`src/rtl/core/atfb_pkg.sv`:
```
// shared types and constants for the transmit-request frame builder
// no dependencies
`default_nettype none

package atfb_pkg;

  typedef enum logic [1:0] {
    CMD_START,
    CMD_PAYLOAD,
    CMD_ERROR
  } cmd_kind_e;

  typedef struct packed {
    cmd_kind_e  kind;
    logic [7:0] frame_id;
    logic [7:0] payload_len;
    logic [7:0] payload_byte;
    logic       has_payload;
    logic       add_checksum;
  } cmd_t;

  localparam int unsigned CfgIdxW = 2;
  localparam logic [CfgIdxW-1:0] CfgDestAddress = 2'd0;
  localparam logic [CfgIdxW-1:0] CfgMaxFrameLength = 2'd1;

  localparam logic [7:0] StartDelim = 8'h7E;
  localparam logic [7:0] ApiTxRequest = 8'h10;
  localparam logic [7:0] BcastHi = 8'hFF;
  localparam logic [7:0] BcastLo = 8'hFE;
  localparam logic [7:0] ZeroByte = 8'h00;
  localparam logic [7:0] CkBase = 8'hFF;
  localparam logic [8:0] FixedDataLen = 9'd14;
  localparam logic [8:0] FrameOverhead = 9'd18;
  localparam logic [7:0] MaxFrameReset = 8'd255;

  localparam logic [4:0] StepDelim = 5'd0;
  localparam logic [4:0] StepLenHi = 5'd1;
  localparam logic [4:0] StepLenLo = 5'd2;
  localparam logic [4:0] StepType = 5'd3;
  localparam logic [4:0] StepId = 5'd4;
  localparam logic [4:0] StepAddr0 = 5'd5;
  localparam logic [4:0] StepAddr7 = 5'd12;
  localparam logic [4:0] StepBcHi = 5'd13;
  localparam logic [4:0] StepBcLo = 5'd14;
  localparam logic [4:0] StepRadius = 5'd15;
  localparam logic [4:0] StepOptions = 5'd16;
  localparam logic [4:0] HeaderLen = 5'd17;

endpackage

`default_nettype wire

```
`src/rtl/core/atfb_if.sv`:
```
// input and output channel interfaces of the frame builder
// no dependencies
`default_nettype none

interface atfb_in_if;
  logic       valid;
  logic       ready;
  logic       start_of_frame;
  logic [7:0] frame_id;
  logic [7:0] payload_len;
  logic [7:0] payload_byte;

  modport source (output valid, start_of_frame, frame_id, payload_len, payload_byte,
                  input ready);
  modport sink (input valid, start_of_frame, frame_id, payload_len, payload_byte,
                output ready);
endinterface

interface atfb_out_if;
  logic       valid;
  logic       ready;
  logic [7:0] out_byte;
  logic       last_byte;
  logic       too_long;

  modport source (output valid, out_byte, last_byte, too_long, input ready);
  modport sink (input valid, out_byte, last_byte, too_long, output ready);
endinterface

`default_nettype wire

```
`src/rtl/core/atfb_queue.sv`:
```
// command queue between front and back of the frame builder
// depends on atfb_pkg
`default_nettype none

module atfb_queue import atfb_pkg::*; #(
  parameter int unsigned Depth = 4
) (
  input  wire logic clk_i,
  input  wire logic rst_ni,
  input  wire logic push_i,
  input  wire cmd_t push_data_i,
  output logic      full_o,
  input  wire logic pop_i,
  output cmd_t      pop_data_o,
  output logic      empty_o
);

  localparam int unsigned PtrW = (Depth > 1) ? $clog2(Depth) : 1;
  localparam int unsigned CntW = $clog2(Depth + 1);
  localparam logic [PtrW-1:0] LastPtr = PtrW'(Depth - 1);
  localparam logic [CntW-1:0] FullCnt = CntW'(Depth);

  cmd_t            mem_q [Depth];
  logic [PtrW-1:0] wr_ptr_q, wr_ptr_d;
  logic [PtrW-1:0] rd_ptr_q, rd_ptr_d;
  logic [CntW-1:0] cnt_q, cnt_d;
  logic            do_push, do_pop;

  assign full_o     = (cnt_q == FullCnt);
  assign empty_o    = (cnt_q == '0);
  assign pop_data_o = mem_q[rd_ptr_q];
  assign do_push    = push_i && !full_o;
  assign do_pop     = pop_i && !empty_o;

  always_comb begin
    wr_ptr_d = wr_ptr_q;
    rd_ptr_d = rd_ptr_q;
    cnt_d    = cnt_q;
    if (do_push) begin
      wr_ptr_d = (wr_ptr_q == LastPtr) ? '0 : wr_ptr_q + 1'b1;
    end
    if (do_pop) begin
      rd_ptr_d = (rd_ptr_q == LastPtr) ? '0 : rd_ptr_q + 1'b1;
    end
    if (do_push && !do_pop) begin
      cnt_d = cnt_q + 1'b1;
    end else if (!do_push && do_pop) begin
      cnt_d = cnt_q - 1'b1;
    end
  end

  always_ff @(posedge clk_i or negedge rst_ni) begin
    if (!rst_ni) begin
      wr_ptr_q <= '0;
      rd_ptr_q <= '0;
      cnt_q    <= '0;
    end else begin
      wr_ptr_q <= wr_ptr_d;
      rd_ptr_q <= rd_ptr_d;
      cnt_q    <= cnt_d;
    end
  end

  always_ff @(posedge clk_i) begin
    if (do_push) begin
      mem_q[wr_ptr_q] <= push_data_i;
    end
  end

endmodule

`default_nettype wire

```
`src/rtl/core/atfb_front.sv`:
```
// front end: accepts input transactions, tracks frame state, issues commands
// depends on atfb_pkg and atfb_if
`default_nettype none

module atfb_front import atfb_pkg::*; (
  input  wire logic       clk_i,
  input  wire logic       rst_ni,
  atfb_in_if.sink         in_i,
  input  wire logic [7:0] max_frame_length_i,
  output logic            push_o,
  output cmd_t            cmd_o,
  input  wire logic       full_i
);

  logic [7:0] remaining_q, remaining_d;
  logic       dropping_q, dropping_d;
  logic       accept;
  logic [8:0] total_len;
  logic       too_long;
  logic [7:0] len_m1;

  assign in_i.ready = !full_i;
  assign accept     = in_i.valid && !full_i;
  assign total_len  = FrameOverhead + {1'b0, in_i.payload_len};
  assign too_long   = total_len > {1'b0, max_frame_length_i};
  assign len_m1     = in_i.payload_len - 8'd1;

  always_comb begin
    remaining_d        = remaining_q;
    dropping_d         = dropping_q;
    push_o             = 1'b0;
    cmd_o.kind         = CMD_PAYLOAD;
    cmd_o.frame_id     = in_i.frame_id;
    cmd_o.payload_len  = in_i.payload_len;
    cmd_o.payload_byte = in_i.payload_byte;
    cmd_o.has_payload  = (in_i.payload_len != '0);
    cmd_o.add_checksum = (in_i.payload_len <= 8'd1);
    if (accept) begin
      if (in_i.start_of_frame) begin
        remaining_d = (in_i.payload_len == '0) ? '0 : len_m1;
        push_o      = 1'b1;
        if (too_long) begin
          cmd_o.kind = CMD_ERROR;
          dropping_d = (in_i.payload_len > 8'd1);
        end else begin
          cmd_o.kind = CMD_START;
          dropping_d = 1'b0;
        end
      end else if (remaining_q != '0) begin
        remaining_d = remaining_q - 8'd1;
        if (dropping_q) begin
          if (remaining_q == 8'd1) begin
            dropping_d = 1'b0;
          end
        end else begin
          push_o             = 1'b1;
          cmd_o.kind         = CMD_PAYLOAD;
          cmd_o.has_payload  = 1'b1;
          cmd_o.add_checksum = (remaining_q == 8'd1);
        end
      end
    end
  end

  always_ff @(posedge clk_i or negedge rst_ni) begin
    if (!rst_ni) begin
      remaining_q <= '0;
      dropping_q  <= 1'b0;
    end else begin
      remaining_q <= remaining_d;
      dropping_q  <= dropping_d;
    end
  end

endmodule

`default_nettype wire

```
`src/rtl/core/atfb_back.sv`:
```
// back end: expands commands into frame bytes and keeps the checksum
// depends on atfb_pkg and atfb_if
`default_nettype none

module atfb_back import atfb_pkg::*; (
  input  wire logic        clk_i,
  input  wire logic        rst_ni,
  input  wire cmd_t        cmd_i,
  input  wire logic        empty_i,
  output logic             pop_o,
  input  wire logic [63:0] dest_address_i,
  atfb_out_if.source       out_o
);

  logic [4:0] step_q, step_d;
  logic [7:0] sum_q, sum_d;
  logic       valid_q, valid_d;
  logic [7:0] byte_q, byte_d;
  logic       last_q, last_d;
  logic       err_q, err_d;

  logic       advance, fire, is_err, is_ck, last_step, sum_en;
  logic [4:0] n_res;
  logic [2:0] addr_idx;
  logic [8:0] data_len;
  logic [7:0] hdr_byte, cur_byte, ck_byte;

  assign out_o.valid     = valid_q;
  assign out_o.out_byte  = byte_q;
  assign out_o.last_byte = last_q;
  assign out_o.too_long  = err_q;

  assign advance  = !valid_q || out_o.ready;
  assign fire     = advance && !empty_i;
  assign is_err   = (cmd_i.kind == CMD_ERROR);
  assign data_len = FixedDataLen + {1'b0, cmd_i.payload_len};
  assign addr_idx = 3'(step_q - StepAddr0);
  assign ck_byte  = CkBase - sum_q;

  always_comb begin
    unique case (cmd_i.kind)
      CMD_START:   n_res = HeaderLen + 5'(cmd_i.has_payload) + 5'(cmd_i.add_checksum);
      CMD_PAYLOAD: n_res = 5'd1 + 5'(cmd_i.add_checksum);
      default:     n_res = 5'd1;
    endcase
  end

  assign last_step = (step_q == n_res - 5'd1);
  assign is_ck     = !is_err && cmd_i.add_checksum && last_step;
  assign sum_en    = !is_ck && ((cmd_i.kind == CMD_PAYLOAD) ||
                                ((cmd_i.kind == CMD_START) && (step_q >= StepType)));

  always_comb begin
    unique case (step_q) inside
      StepDelim:              hdr_byte = StartDelim;
      StepLenHi:              hdr_byte = {7'd0, data_len[8]};
      StepLenLo:              hdr_byte = data_len[7:0];
      StepType:               hdr_byte = ApiTxRequest;
      StepId:                 hdr_byte = cmd_i.frame_id;
      [StepAddr0:StepAddr7]:  hdr_byte = dest_address_i[{~addr_idx, 3'b000} +: 8];
      StepBcHi:               hdr_byte = BcastHi;
      StepBcLo:               hdr_byte = BcastLo;
      StepRadius, StepOptions: hdr_byte = ZeroByte;
      default:                hdr_byte = cmd_i.payload_byte;
    endcase
  end

  always_comb begin
    if (is_err) begin
      cur_byte = ZeroByte;
    end else if (is_ck) begin
      cur_byte = ck_byte;
    end else if (cmd_i.kind == CMD_START) begin
      cur_byte = hdr_byte;
    end else begin
      cur_byte = cmd_i.payload_byte;
    end
  end

  always_comb begin
    valid_d = valid_q;
    byte_d  = byte_q;
    last_d  = last_q;
    err_d   = err_q;
    step_d  = step_q;
    sum_d   = sum_q;
    pop_o   = 1'b0;
    if (fire) begin
      valid_d = 1'b1;
      byte_d  = cur_byte;
      last_d  = is_ck || is_err;
      err_d   = is_err;
      if (last_step) begin
        step_d = '0;
        pop_o  = 1'b1;
      end else begin
        step_d = step_q + 5'd1;
      end
      if ((cmd_i.kind == CMD_START) && (step_q == StepDelim)) begin
        sum_d = '0;
      end else if (sum_en) begin
        sum_d = sum_q + cur_byte;
      end
    end else if (advance) begin
      valid_d = 1'b0;
    end
  end

  always_ff @(posedge clk_i or negedge rst_ni) begin
    if (!rst_ni) begin
      valid_q <= 1'b0;
      step_q  <= '0;
      sum_q   <= '0;
    end else begin
      valid_q <= valid_d;
      step_q  <= step_d;
      sum_q   <= sum_d;
    end
  end

  always_ff @(posedge clk_i) begin
    byte_q <= byte_d;
    last_q <= last_d;
    err_q  <= err_d;
  end

endmodule

`default_nettype wire

```
`src/rtl/core/api_transmit_frame_builder.sv`:
```
// top level of the transmit-request frame builder: config registers, front, queue, back
// depends on atfb_pkg, atfb_if, atfb_queue, atfb_front, atfb_back
//
//   channel   direction  transaction
//   in_i      sink       start_of_frame, frame_id, payload_len, payload_byte
//   out_o     source     out_byte, last_byte, too_long
//   cfg_*     write      cfg_idx_i selects register, cfg_data_i carries value
//
// a start transaction emits 18 or 19 bytes, one when refused; a payload one emits one or two, none when idle or dropped
// the back end emits one byte per cycle while the output is ready; its rate sets throughput
// the front keeps accepting until the QueueDepth-entry command queue fills
// reset clears frame state, queue and output valid; no clearing pass
// input and output stall independently through the queue and the output register
`default_nettype none

module api_transmit_frame_builder import atfb_pkg::*; #(
  parameter int unsigned QueueDepth = 4
) (
  input  wire logic               clk_i,
  input  wire logic               rst_ni,
  atfb_in_if.sink                 in_i,
  atfb_out_if.source              out_o,
  input  wire logic               cfg_we_i,
  input  wire logic [CfgIdxW-1:0] cfg_idx_i,
  input  wire logic [63:0]        cfg_data_i
);

  logic [63:0] dest_q;
  logic [7:0]  max_len_q;
  logic        push, full, pop, empty;
  cmd_t        push_cmd, head_cmd;

  always_ff @(posedge clk_i or negedge rst_ni) begin
    if (!rst_ni) begin
      dest_q    <= '0;
      max_len_q <= MaxFrameReset;
    end else if (cfg_we_i) begin
      if (cfg_idx_i == CfgDestAddress) begin
        dest_q <= cfg_data_i;
      end else if (cfg_idx_i == CfgMaxFrameLength) begin
        max_len_q <= cfg_data_i[7:0];
      end
    end
  end

  atfb_front u_front (
    .clk_i              (clk_i),
    .rst_ni             (rst_ni),
    .in_i               (in_i),
    .max_frame_length_i (max_len_q),
    .push_o             (push),
    .cmd_o              (push_cmd),
    .full_i             (full)
  );

  atfb_queue #(
    .Depth (QueueDepth)
  ) u_queue (
    .clk_i       (clk_i),
    .rst_ni      (rst_ni),
    .push_i      (push),
    .push_data_i (push_cmd),
    .full_o      (full),
    .pop_i       (pop),
    .pop_data_o  (head_cmd),
    .empty_o     (empty)
  );

  atfb_back u_back (
    .clk_i          (clk_i),
    .rst_ni         (rst_ni),
    .cmd_i          (head_cmd),
    .empty_i        (empty),
    .pop_o          (pop),
    .dest_address_i (dest_q),
    .out_o          (out_o)
  );

endmodule

`default_nettype wire

```
`src/flat_wrapper.sv`:
```
// flat-port wrapper written by rule: the top's interface ports become plain ports
module api_transmit_frame_builder_flat import atfb_pkg::*;
#(
  parameter int unsigned QueueDepth = 4
)
  (clk_i, rst_ni, cfg_we_i, cfg_idx_i, cfg_data_i, in_i_valid, in_i_start_of_frame, in_i_frame_id, in_i_payload_len, in_i_payload_byte, in_i_ready, out_o_valid, out_o_out_byte, out_o_last_byte, out_o_too_long, out_o_ready);
  atfb_in_if in_i_i ();
  atfb_out_if out_o_i ();
  input  wire logic clk_i;
  input  wire logic rst_ni;
  input  wire logic cfg_we_i;
  input  wire logic [CfgIdxW-1:0] cfg_idx_i;
  input  wire logic [63:0] cfg_data_i;
  input wire logic [$bits(in_i_i.valid)-1:0] in_i_valid;
  input wire logic [$bits(in_i_i.start_of_frame)-1:0] in_i_start_of_frame;
  input wire logic [$bits(in_i_i.frame_id)-1:0] in_i_frame_id;
  input wire logic [$bits(in_i_i.payload_len)-1:0] in_i_payload_len;
  input wire logic [$bits(in_i_i.payload_byte)-1:0] in_i_payload_byte;
  output wire logic [$bits(in_i_i.ready)-1:0] in_i_ready;
  output wire logic [$bits(out_o_i.valid)-1:0] out_o_valid;
  output wire logic [$bits(out_o_i.out_byte)-1:0] out_o_out_byte;
  output wire logic [$bits(out_o_i.last_byte)-1:0] out_o_last_byte;
  output wire logic [$bits(out_o_i.too_long)-1:0] out_o_too_long;
  input wire logic [$bits(out_o_i.ready)-1:0] out_o_ready;
  assign in_i_i.valid = in_i_valid;
  assign in_i_i.start_of_frame = in_i_start_of_frame;
  assign in_i_i.frame_id = in_i_frame_id;
  assign in_i_i.payload_len = in_i_payload_len;
  assign in_i_i.payload_byte = in_i_payload_byte;
  assign in_i_ready = in_i_i.ready;
  assign out_o_valid = out_o_i.valid;
  assign out_o_out_byte = out_o_i.out_byte;
  assign out_o_last_byte = out_o_i.last_byte;
  assign out_o_too_long = out_o_i.too_long;
  assign out_o_i.ready = out_o_ready;
  api_transmit_frame_builder #(.QueueDepth(QueueDepth)) u_core (.clk_i(clk_i), .rst_ni(rst_ni), .in_i(in_i_i), .out_o(out_o_i), .cfg_we_i(cfg_we_i), .cfg_idx_i(cfg_idx_i), .cfg_data_i(cfg_data_i));
endmodule
```
`config.mk`:
```
export PLATFORM = sky130hd
export DESIGN_NAME = api_transmit_frame_builder_flat
export DESIGN_NICKNAME = d
export VERILOG_FILES = /design/src/rtl/core/atfb_pkg.sv /design/src/rtl/core/atfb_if.sv /design/src/rtl/core/atfb_queue.sv /design/src/rtl/core/atfb_front.sv /design/src/rtl/core/atfb_back.sv /design/src/rtl/core/api_transmit_frame_builder.sv /design/src/flat_wrapper.sv
export SDC_FILE = /design/constraint.sdc
export NUM_CORES = 1
export LEC_CHECK = 0
export BUFFER_PORTS_ARGS = -buffer_cell sky130_fd_sc_hd__buf_2
export CORE_MARGIN = 2
export CORE_UTILIZATION = 60
export CTS_BUF_LIST = sky130_fd_sc_hd__clkbuf_8
export CTS_CLUSTER_SIZE = 24
export DETAILED_ROUTE_END_ITERATION = 16
export PLACE_DENSITY = 0.93
export REMOVE_ABC_BUFFERS = 1
export SLEW_MARGIN = 20
export SYNTH_ARGS = -nofsm -noshare
export SYNTH_HDL_FRONTEND = slang
export SYNTH_HIERARCHICAL = 1
export SYNTH_SLANG_ARGS = --single-unit
export TNS_END_PERCENT = 10
```
`constraint.sdc`:
```
create_clock -name clk_i -period 6.5 [get_ports clk_i]
set_clock_uncertainty 0.1 [all_clocks]
set_input_delay 1.3 -clock clk_i [delete_from_list [all_inputs] [get_ports clk_i]]
set_output_delay 1.3 -clock clk_i [all_outputs]
set_load 0.01 [all_outputs]
```
# Word level (Yosys, flattened, before mapping)

Memory sizes are Yosys's and may differ from the RTL's.
Index checks and enable logic that the tools add are counted.

Register bits after elaboration: 112
RAM bits: 112
Output and inout bits: 12
Word-level logic and storage cells: 130
Memories kept: 1

Add/sub/neg operators: 16
Magnitude comparators: 6
Equal/unequal tests: 16
Shift operators: 1
Multiplexer cells: 37
Bitwise operators: 2
Reduce and logical (&&, ||, !) cells: 38

Memory list:

| name                 | words | bits a word | rd ports | clocked after memory_dff | write ports | line             | RTL |
|---|---|---|---|---|---|---|---|
| u_core.u_queue.mem_q | 4     | 28          | 1        | 0                        | 1           | atfb_queue.sv:23 | `cmd_t mem_q [Depth];` |

Operator list:

| cell                                                 | number |
|---|---|
| one-hot mux 8 bit (9 select lines)                   | 1 |
| 2-to-1 mux 8 bit                                     | 8 |
| variable part select 64 x 7 -> 8 bit                 | 1 |
| 2-to-1 mux 2 bit                                     | 9 |
| nonzero test 8 bit                                   | 2 |
| subtractor 8 x 1 -> 8 bit (second input constant)    | 2 |
| equality test 5 x 4 -> 1 bit (second input constant) | 3 |
| 2-to-1 mux 1 bit                                     | 15 |
| logical AND 1 bit                                    | 12 |
| equality test 5 x 2 -> 1 bit (second input constant) | 2 |
| one-hot mux 5 bit (2 select lines)                   | 1 |
| adder 4 x 8 -> 9 bit (first input constant)          | 1 |
| adder 5 x 8 -> 9 bit (first input constant)          | 1 |
| > comparator 9 x 8 -> 1 bit                          | 1 |
| adder 8 bit                                          | 1 |
| equality test 8 x 1 -> 1 bit (second input constant) | 1 |
| > comparator 8 x 1 -> 1 bit (second input constant)  | 1 |
| <= comparator 8 x 1 -> 1 bit (second input constant) | 1 |
| zero test 8 bit                                      | 1 |
| nonzero test 2 bit                                   | 4 |
| subtractor 8 bit (first input constant)              | 1 |
| zero test 1 bit                                      | 7 |
| equality test 2 bit (second input constant)          | 3 |
| 2-to-1 mux 3 bit                                     | 2 |
| other kinds (28)                                     | 35 |

# Depth between registers and ports, before layout

An unclocked memory read counts as a cell.

Word-level depth: 12
Depth in mapped cells: 24

# Cells and area by module

The synthesis kept the hierarchy.

By module, submodules not included:

| module                     | times used | cells an instance | area each (sq um) |
|---|---|---|---|
| atfb_queue                 | 1          | 183               | 4484.3 |
| api_transmit_frame_builder | 1          | 153               | 2999.1 |
| atfb_back                  | 1          | 265               | 2513.7 |
| atfb_front                 | 1          | 170               | 1337.5 |

# Worst setup path after synthesis

OpenSTA, ideal clock, no wires.

Path kind: reg-to-reg
Start point: register u_core.u_back.step_q[0]
End point: register u_core.u_back.sum_q[7]
Data arrival time: 4.569 ns
Required time: 6.305 ns
Setup slack: 1.736 ns
Stages on the path, launching flop included: 22
Period minus slack after synthesis: 4.764 ns
Cells stage by stage: dfrtp_1 -> clkbuf_1 -> clkbuf_1 -> inv_1 -> ha_1 -> clkbuf_1 -> clkbuf_1 -> mux4_2 -> mux2i_1 -> nor2_1 -> a2111oi_0 -> mux2i_1 -> a21oi_1 -> nor2_1 -> ha_1 -> a21o_1 -> a211o_1 -> o211ai_1 -> a211o_1 -> nor4b_1 -> a211oi_1 -> o31ai_1

Word-level cells in the longest chain between the ends: 10
Elaborated cells on any way between the ends: 33

Ends and longest elaborated chain:

| element                              | line             | RTL |
|---|---|---|
| from (decl)                          | atfb_back.sv:15  | `logic [4:0] step_q, step_d;` |
| from (signal assigned)               | atfb_back.sv:116 | `step_q <= step_d;` |
| subtractor 3 bit                     | atfb_back.sv:37  | `assign addr_idx = 3'(step_q - StepAddr0);` |
| NOT 3 bit                            | atfb_back.sv:60  | `[StepAddr0:StepAddr7]: hdr_byte = dest_address_i[{~addr_idx, 3'b000} +: 8];` |
| variable part select 64 x 7 -> 8 bit | atfb_back.sv:60  |  |
| one-hot mux 8 bit (9 select lines)   | atfb_back.sv:54  | `unique case (step_q) inside` |
| 2-to-1 mux 8 bit                     | atfb_back.sv:73  | `end else if (cmd_i.kind == CMD_START) begin` |
| 2-to-1 mux 8 bit (*)                 | atfb_back.sv:71  | `end else if (is_ck) begin` |
| 2-to-1 mux 8 bit (*)                 | atfb_back.sv:69  | `if (is_err) begin` |
| via u_core.u_back.cur_byte[0]        | atfb_back.sv:26  | `logic [7:0] hdr_byte, cur_byte, ck_byte;` |
| adder 8 bit (*)                      | atfb_back.sv:102 | `sum_d = sum_q + cur_byte;` |
| 2-to-1 mux 8 bit (*)                 | atfb_back.sv:101 | `end else if (sum_en) begin` |
| 2-to-1 mux 8 bit (*)                 | atfb_back.sv:99  | `if ((cmd_i.kind == CMD_START) && (step_q == StepDelim)) begin` |
| to (signal assigned)                 | atfb_back.sv:117 | `sum_q <= sum_d;` |
| to (decl)                            | atfb_back.sv:16  | `logic [7:0] sum_q, sum_d;` |

Mark *: on every way through the listed nets, which the timed path passes. The rest lies on a longest branch. The select of a mux whose other input is x is not followed.
A chain may end at the register's enable or synchronous reset.

==> out/qor_table.md <==
| Item | This run |
|---|---|
| Die Width | 141.4 µm |
| Worst Tran Pin Value | 0.7972 ns |
| Detailed-route via count | 7034 |
| Quantity of I/O buffers inserted on ports | 107 |
| Layout-stage area growth over the synthesis result | 11.76% |
| Number of core rows | 50 |
| Synthesized flop and latch total | 224 |
| Largest net degree at the start of global routing | 55 |
| Total CTS buffers | 37 |
| Kind of capture point of the worst setup path | flop |
| Clock tree from TritonCTS | done |
| # Post-CTS Setup Buffers | 0 |
| Clock tree root buffer cell | clkbuf_8 |
| Result of the run | complete, no violations |
| Most instantiated flip-flop cell in the synthesis netlist | edfxtp_1 |
| Unrepaired setup endpoints after global routing | false |
| Peak supply drop | 0.0001881 V |
| Number of nets at the end of the flow | 1010 |
| Area enclosed by the die boundary | 20010 µm² |
| Total of hold buffers inserted after clock tree synthesis | 0 |
| Leakage | 5.208 nW |
| Netlist area before placement | 11330 µm² |
| Detailed placer's ending HPWL | 16950 µm |
| First-pass detailed-route iteration total | 7 |
| Die Y-Extent | 141.4 µm |
| Post-place setup slack | 1.335 ns |
| Kind of start point of the critical path | flop |
| Share of final-layout standard cells stronger than drive strength 1 | 35.73% |
| Standard cell core area | 18640 µm² |
| Total of endpoints with negative setup slack in the final report | 0 |
| Clock-pin transition on the worst setup and hold timing paths | 0.06 ns |
| Post-Synthesis Mean Instance Area | 14.70 µm² |
| Total area of multi-input combinational cells | 4577 µm² |
| Drt total wl | 24890 µm |
| Final setup TNS | 0 ns |
| Critical path's largest stage delay | 0.61 ns |
| Area post-placement | 11830 µm² |
| Combined buffer and inverter count along the critical path | 1 |
| Slew headroom | 46.85% |
| Endpoints failing hold | 0 |
| Fraction of the yosys area taken by sequential cells | 54.93% |
| Summed area of non-filler cells in the final layout | 12670 µm² |
| Sequential standard cell area | 6227 µm² |
| Most used standard cell by instance count after synthesis | edfxtp_1 |
| Number of global-route vias before repair | 7216 |
| Clock tree sinks | 224 |
| Ranking of synthesized cells by area | edfxtp_1, dfrtp_1, mux4_2 |
| WP data required | 6.82 ns |
| Final GP Congestion | 0.9569 |
| Maximum count of clock buffers along a single path | 3 |
| Ports placed on the boundary | 108 |
| Remaining number of nets flagged by the antenna check after routing | 0 |
| Fillers | 1160 |
| Worst Hold Class | reg2reg |
| Global-route wire length before repair | 38650 µm |
| Signal arrival time at the worst endpoint | 5.65 ns |
| Wire per inst | 21.85 µm |
| H-Tree Level Count | 2 |
| Total power density per cell area | 470.6 nW/µm² |
| Max-cap violation count | 0 |
| Minimum hold slack | 0.4111 ns |
| Proportion of netlist area held by the largest area contributor | 32.32% |
| Minimum period implied by the final worst setup slack | 5.324 ns |
| Antenna violations before repair | 2 |
| Total of warnings raised by yosys | 6 |
| Post-route fraction of the period consumed by the critical path | 81.91% |
| Global Route Usage Sum | 25.10% |
| Worst Setup Path Type | reg2reg |
| Initial DRC Count | 846 |
| Number of cells produced by synthesis | 771 |
| Largest fanout on the critical path | 15 |
| Worst-case setup margin in the final layout | 1.176 ns |
| Maximum frequency from static timing analysis | 187.8 MHz |
| Initial standard-cell utilization of the core | 60.80% |
| FFs w/ async S/R, synth | 45.54% |
| DRC violation count after routing | 0 |
| Final Slew Violations | 0 |
| Cell family with the largest share of critical-path delay | compound AO/OA/AOI/OAI gates |
| Routed vias/inst | 6.176 |
| Post-synthesis cell type count | 81 |
| Number of gates given a new drive strength after cts | 0 |
| Top cells by count, synth | edfxtp_1, dfrtp_1, mux2_4 |
| Cell-by-cell listing of the critical path | mux4_2 > inv_1 > ha_1 > mux2i_1 > nor2_1 > ha_1 > xor2_1 > o2111a_1 > nand2_1 > nor2_1 > a21oi_1 > nor2_1 > ha_1 > a21o_1 > a211o_1 > o211ai_1 > a211o_1 > nor4b_1 > a211oi_1 > o31ai_1 |
| Number of flops mapped to enable cells by yosys | 122 |
| Cell at the slowest stage of the critical path | mux4_2 |
| Skew-Pair Late Insertion Delay | 0.53 ns |
| Final standard cell utilization of the core | 67.95% |
| Cell accounting for the most synthesized area | edfxtp_1 |
| Total global routing overflow | 0 |
==> power by group <==
group	switching, mW	internal, mW	leakage (nW)
combinational	1.36	1.13	2.42
clock	0.552	0.800	0.467
sequential	0.231	1.89	2.32
total	2.14	3.82	5.21
==> cell type report <==
cell class | instances | share of cell area, %
Sequential cell | 224 | 49.16
Multi-Input combinational cell | 463 | 36.13
Clock buffer | 46 | 4.998
Timing Repair Buffer | 118 | 4.899
Tap cell | 234 | 2.311
Clock inverter | 22 | 1.561
Inverter | 31 | 0.9186
Antenna cell | 1 | 0.01976
==> layout by cell type, fill, tap and decap left out, drive strengths merged, types with 7 or more instances in the layout <==
cell type,n
a21oi,23
buf,118
clkbuf,46
clkinv,7
dfrtp,94
dfstp,8
edfxtp,122
ha,37
inv,41
mux2,81
mux2i,10
mux4,44
nand2,34
nand2b,9
nand3,13
nor2,41
nor2b,8
nor3,13
nor4,7
o21ai,21
o31ai,7
xnor2,11
xor2,12
==> metrics by stage <==
stage	instances	power (mW)
2_1_floorplan	718	3.885
3_3_place_gp	1070	4.449
3_5_place_dp	1070	4.562
4_1_cts	1138	5.932
5_1_grt	1139	6.262
6_report	1139	5.961
==> logic make-up after synthesis <==
| group | share of synthesized area (%) |
|---|---|
| and+or+nand+nor | 7.562 |
| adders and majority gates | 4.438 |
| buffers and inverters | 4.769 |
| muxes | 19.73 |
| xor gates and xnor gates | 1.843 |
| DFF | 54.93 |
| AOI/OAI and AO/OA | 6.734 |
==> layer usage <==
metal / wire [µm] / vias to the layer above / GRT usage [%]
li1: - / 3127 / -
met1: 10170 / 3550 / 33.49
met2: 12330 / 285 / 41.29
met3: 1423 / 70 / 4.421
met4: 950 / 2 / 10.53
met5: 13 / - / 0
==> sequential cells by signal (all words and copies together), names as in the netlist <==
register and count:
u_core/u_queue/mem_q 112, u_core/u_queue/cnt_q 3, u_core/max_len_q 8, u_core/u_back/out_o.out_byte 8
u_core/u_queue/wr_ptr_q 2, u_core/u_back/out_o.last_byte 1, u_core/u_front/remaining_q 8, u_core/u_front/dropping_q 1
u_core/u_back/out_o.valid 1, u_core/u_back/sum_q 8, u_core/u_queue/rd_ptr_q 2, u_core/dest_q 64
u_core/u_back/out_o.too_long 1, u_core/u_back/step_q 5
==> worst paths after layout <==
path                                             from                    endpoint  slack, ns  cells past startpoint
setup / recovery           u_core/u_queue/rd_ptr_q[0]      u_core/u_back/sum_q[7]       1.18                     20
hold / removal                      u_core/dest_q[49]           u_core/dest_q[49]       0.41                      1
setup reg to reg           u_core/u_queue/rd_ptr_q[0]      u_core/u_back/sum_q[7]       1.18                     20
hold reg to reg                     u_core/dest_q[49]           u_core/dest_q[49]       0.41                      1
max in group asynchronous                      rst_ni  u_core/u_queue/rd_ptr_q[0]       4.42                      2
min in group asynchronous                      rst_ni           u_core/dest_q[63]       0.69                      1
Power figures use the tool's default switching activity.
